==> config.mk <==
export PLATFORM = sky130hd
export DESIGN_NAME = domfr_alu
export DESIGN_NICKNAME = d
export VERILOG_FILES = /design/src/sv/domfr_pkg.sv /design/src/sv/domfr_alu.sv
export SDC_FILE = /design/constraint.sdc
export NUM_CORES = 1
export LEC_CHECK = 0
export ABC_AREA = 1
export BUFFER_PORTS_ARGS = -buffer_cell sky130_fd_sc_hd__buf_2
export CORE_MARGIN = 8
export CORE_UTILIZATION = 33
export DETAILED_ROUTE_END_ITERATION = 12
export PLACE_DENSITY_LB_ADDON = 0.3
export SETUP_SLACK_MARGIN = 0.05
export SLEW_MARGIN = 20
export SYNTH_ARGS = -nofsm -noshare
export SYNTH_HDL_FRONTEND = slang
export SYNTH_SLANG_ARGS = --single-unit
==> constraint.sdc <==
create_clock -name vclk -period 1.7
set_input_delay 0.255 -clock vclk [all_inputs]
set_output_delay 0.255 -clock vclk [all_outputs]
set_load 0.005 [all_outputs]
==> src/sv/domfr_pkg.sv <==
// Shared types and constants for the dominator and frontier block.
package domfr_pkg;

  // Field and bus widths
  localparam int unsigned IDX_W     = 5;
  localparam int unsigned CNT_W     = 6;
  localparam int unsigned MASK_W    = 32;
  localparam int unsigned S_TDATA_W = 16;
  localparam int unsigned M_TDATA_W = 72;

  // Configuration register indexes
  localparam logic REG_BLOCK_COUNT = 1'b0;
  localparam logic REG_ENTRY_BLOCK = 1'b1;

  // Reset values of the configuration registers
  localparam logic [CNT_W-1:0] BLOCK_COUNT_RST = 6'd32;
  localparam logic [IDX_W-1:0] ENTRY_BLOCK_RST = 5'd0;

  // Sequencer states
  typedef enum logic [2:0] {
    S_IDLE,
    S_INIT,
    S_LOAD,
    S_SCAN,
    S_WRITE,
    S_EMIT
  } state_t;

  // Control of the shared mask unit
  typedef struct packed {
    logic take;   // predecessor bit set: fold the operand in
    logic front;  // frontier pass: OR in the non-strict part, else AND
  } alu_ctl_t;

endpackage

==> src/sv/domfr_alu.sv <==
// Shared mask unit: folds one predecessor's dominator set into the accumulator.
module domfr_alu
  import domfr_pkg::*;
(
  input  alu_ctl_t          ctl,
  input  logic [MASK_W-1:0] acc,
  input  logic [MASK_W-1:0] operand,
  input  logic [MASK_W-1:0] strict,
  output logic [MASK_W-1:0] result
);

  // Intersect for dominators, collect non-strict dominators for frontiers
  always_comb begin
    if (!ctl.take) begin
      result = acc;
    end else if (ctl.front) begin
      result = acc | (operand & ~strict);
    end else begin
      result = acc & operand;
    end
  end

endmodule

==> impl_metrics.json <==
{
  "outcome": "finished clean",
  "path_max_fanout": 32,
  "drt_drc_violations_left": 0,
  "grt_pass1_vias": 1485,
  "grt_max_degree": 33,
  "dp_hpwl_um": 3400,
  "yosysWarnings": 0,
  "grt_usage_pct": 15.8,
  "die_h_um": 66.9,
  "routed_via_density": 4.34,
  "max_stage_delay_ns": 0.24,
  "grt_overflow": 0,
  "dieWidth_um": 66.9,
  "power.leakage_uw": 0.00108,
  "setup_viol": 0,
  "start_util_pct": 34.5,
  "arrival_ns": 0.96,
  "required_ns": 1.44,
  "min_period_ns": 1.21,
  "gp_routability_congestion": 0.800,
  "maxSlewHeadroom_pct": 79.5,
  "avgSynthCellArea_sq_um": 4.17,
  "nClkBuffers": 0,
  "highest_layer": "met4",
  "flops_and_latches": 0,
  "tightest_slew_ns": 0.307,
  "power_uw": 329,
  "worstHoldPathType": "input pin to primary output",
  "finalHoldViolCount": 0,
  "worst-path-stages": 6,
  "ctsHoldBuffers": 0,
  "syn_nets": 303,
  "wl_met1_um": 1360,
  "num_rows": 18,
  "synth_top_area_share_pct": 42.1,
  "seqCellArea_sq_um": 0,
  "numPortBuffers": 130,
  "start_kind": "input pin",
  "syn_inst": 205,
  "post_cts_buffers": 0,
  "cts_resized": 0,
  "tns_ns": 0,
  "nets": 428,
  "hold_depth": 4,
  "pwr_density_cell_nw_per_um2": 219,
  "yosysUniqueCellTypes": 10,
  "synth_top_cell_by_area": "nand2_1",
  "layout_commonest_cell": "buf_2",
  "rsz0062_at_grt": "false",
  "drv_cap": 0,
  "fin_area_sq_um": 1500,
  "layout-drive-gt1-share_pct": 41.5,
  "ys_top_cells_by_area": "nand2_1 (42%), nand3_1 (19%), inv_1 (14%)",
  "synth.cell_area_sq_um": 856,
  "period_share_pct": 71.2,
  "clock.fmax_mhz": 826,
  "dr.pass1.iters": 4,
  "core_area_sq_um": 2480,
  "path_cells": "buf_2 -> nand2_2 -> inv_4 -> nand2_1 -> nand2_1 -> buf_2",
  "ant_nets": 0,
  "placed_area_sq_um": 1500,
  "critPathTopFamily": "buffers and inverters",
  "area_delta_synth_final_pct": 75.3,
  "num_vias": 1552,
  "n_antenna_cell": 0,
  "mostFrequentLayoutCells": "buf_2 (130), nand2_1 (96), inv_1 (32), nand3_1 (32), nor2_1 (32)",
  "slew_viol_final": 0,
  "drt_iter0_drc": 87,
  "ys_seq_area_share_pct": 0,
  "critPathCaptureType": "primary output",
  "peakVddDrop_v": 0.000129,
  "io_pins": 130,
  "wl_per_cell_um": 11.2,
  "route.met2.wl_um": 2080,
  "crit_buf_inv": 3,
  "antenna_found_initial": 0,
  "routed_wl_um": 4020,
  "grt_pass1_wl_um": 5950,
  "crit_type": "input pin to primary output",
  "dr_wl_met3_um": 559,
  "dieArea_sq_um": 4480,
  "worst_path_max_delay_cell": "inv_4"
}
## cell usage after synthesis
cell type and instances:
nor2_1 32, nand2_2 1, nand3_1 32, buf_4 4
buf_6 3, inv_1 32, nand2_1 96, buf_2 3
inv_4 1, inv_2 1
## worst min-delay path: stages
cell,delay [ns]
buf_2,0.08
nand2_1,0.04
nand2_1,0.04
buf_2,0.10
## per-stage QoR
stage	hold slack (ns)	setup slack, ns	util [%]	cells
6_report	0.768	0.490	60.6	358
5_1_grt	0.780	0.373	60.6	358
4_1_cts	0.771	0.486	60.6	358
3_5_place_dp	0.768	0.483	60.6	358
3_3_place_gp	0.766	0.485	60.6	358
2_1_floorplan	0.601	0.702	-	205
## power by group
group | internal [uW] | total [uW] | switching (uW)
Combinational | 171 | 329 | 158
Sequential | 0 | 0 | 0
Clock | 0 | 0 | 0
## layer usage
metal  vias up  track usage (%)
li1        850                -
met1       630             14.2
met2        70             32.5
met3         2             6.71
met4         0             1.31
met5         -                0
## cell families after synthesis
family        count (synthesis)  share of synthesized area [%]
buf+inv                      44                           24.4
simple gates                161                           75.6
## final timing paths
kind | slack [ns] | end | startpoint
max | 0.49 | result[11] | ctl[0]
min | 0.77 | result[1] | acc[1]
## layout make-up
type	count	area (sq um)
well taps	30	37.5
repair buffers	133	686
inverters	34	130
fillers	292	977
multi-input cells	161	647
No activity file was read; power rests on OpenSTA's default activity.
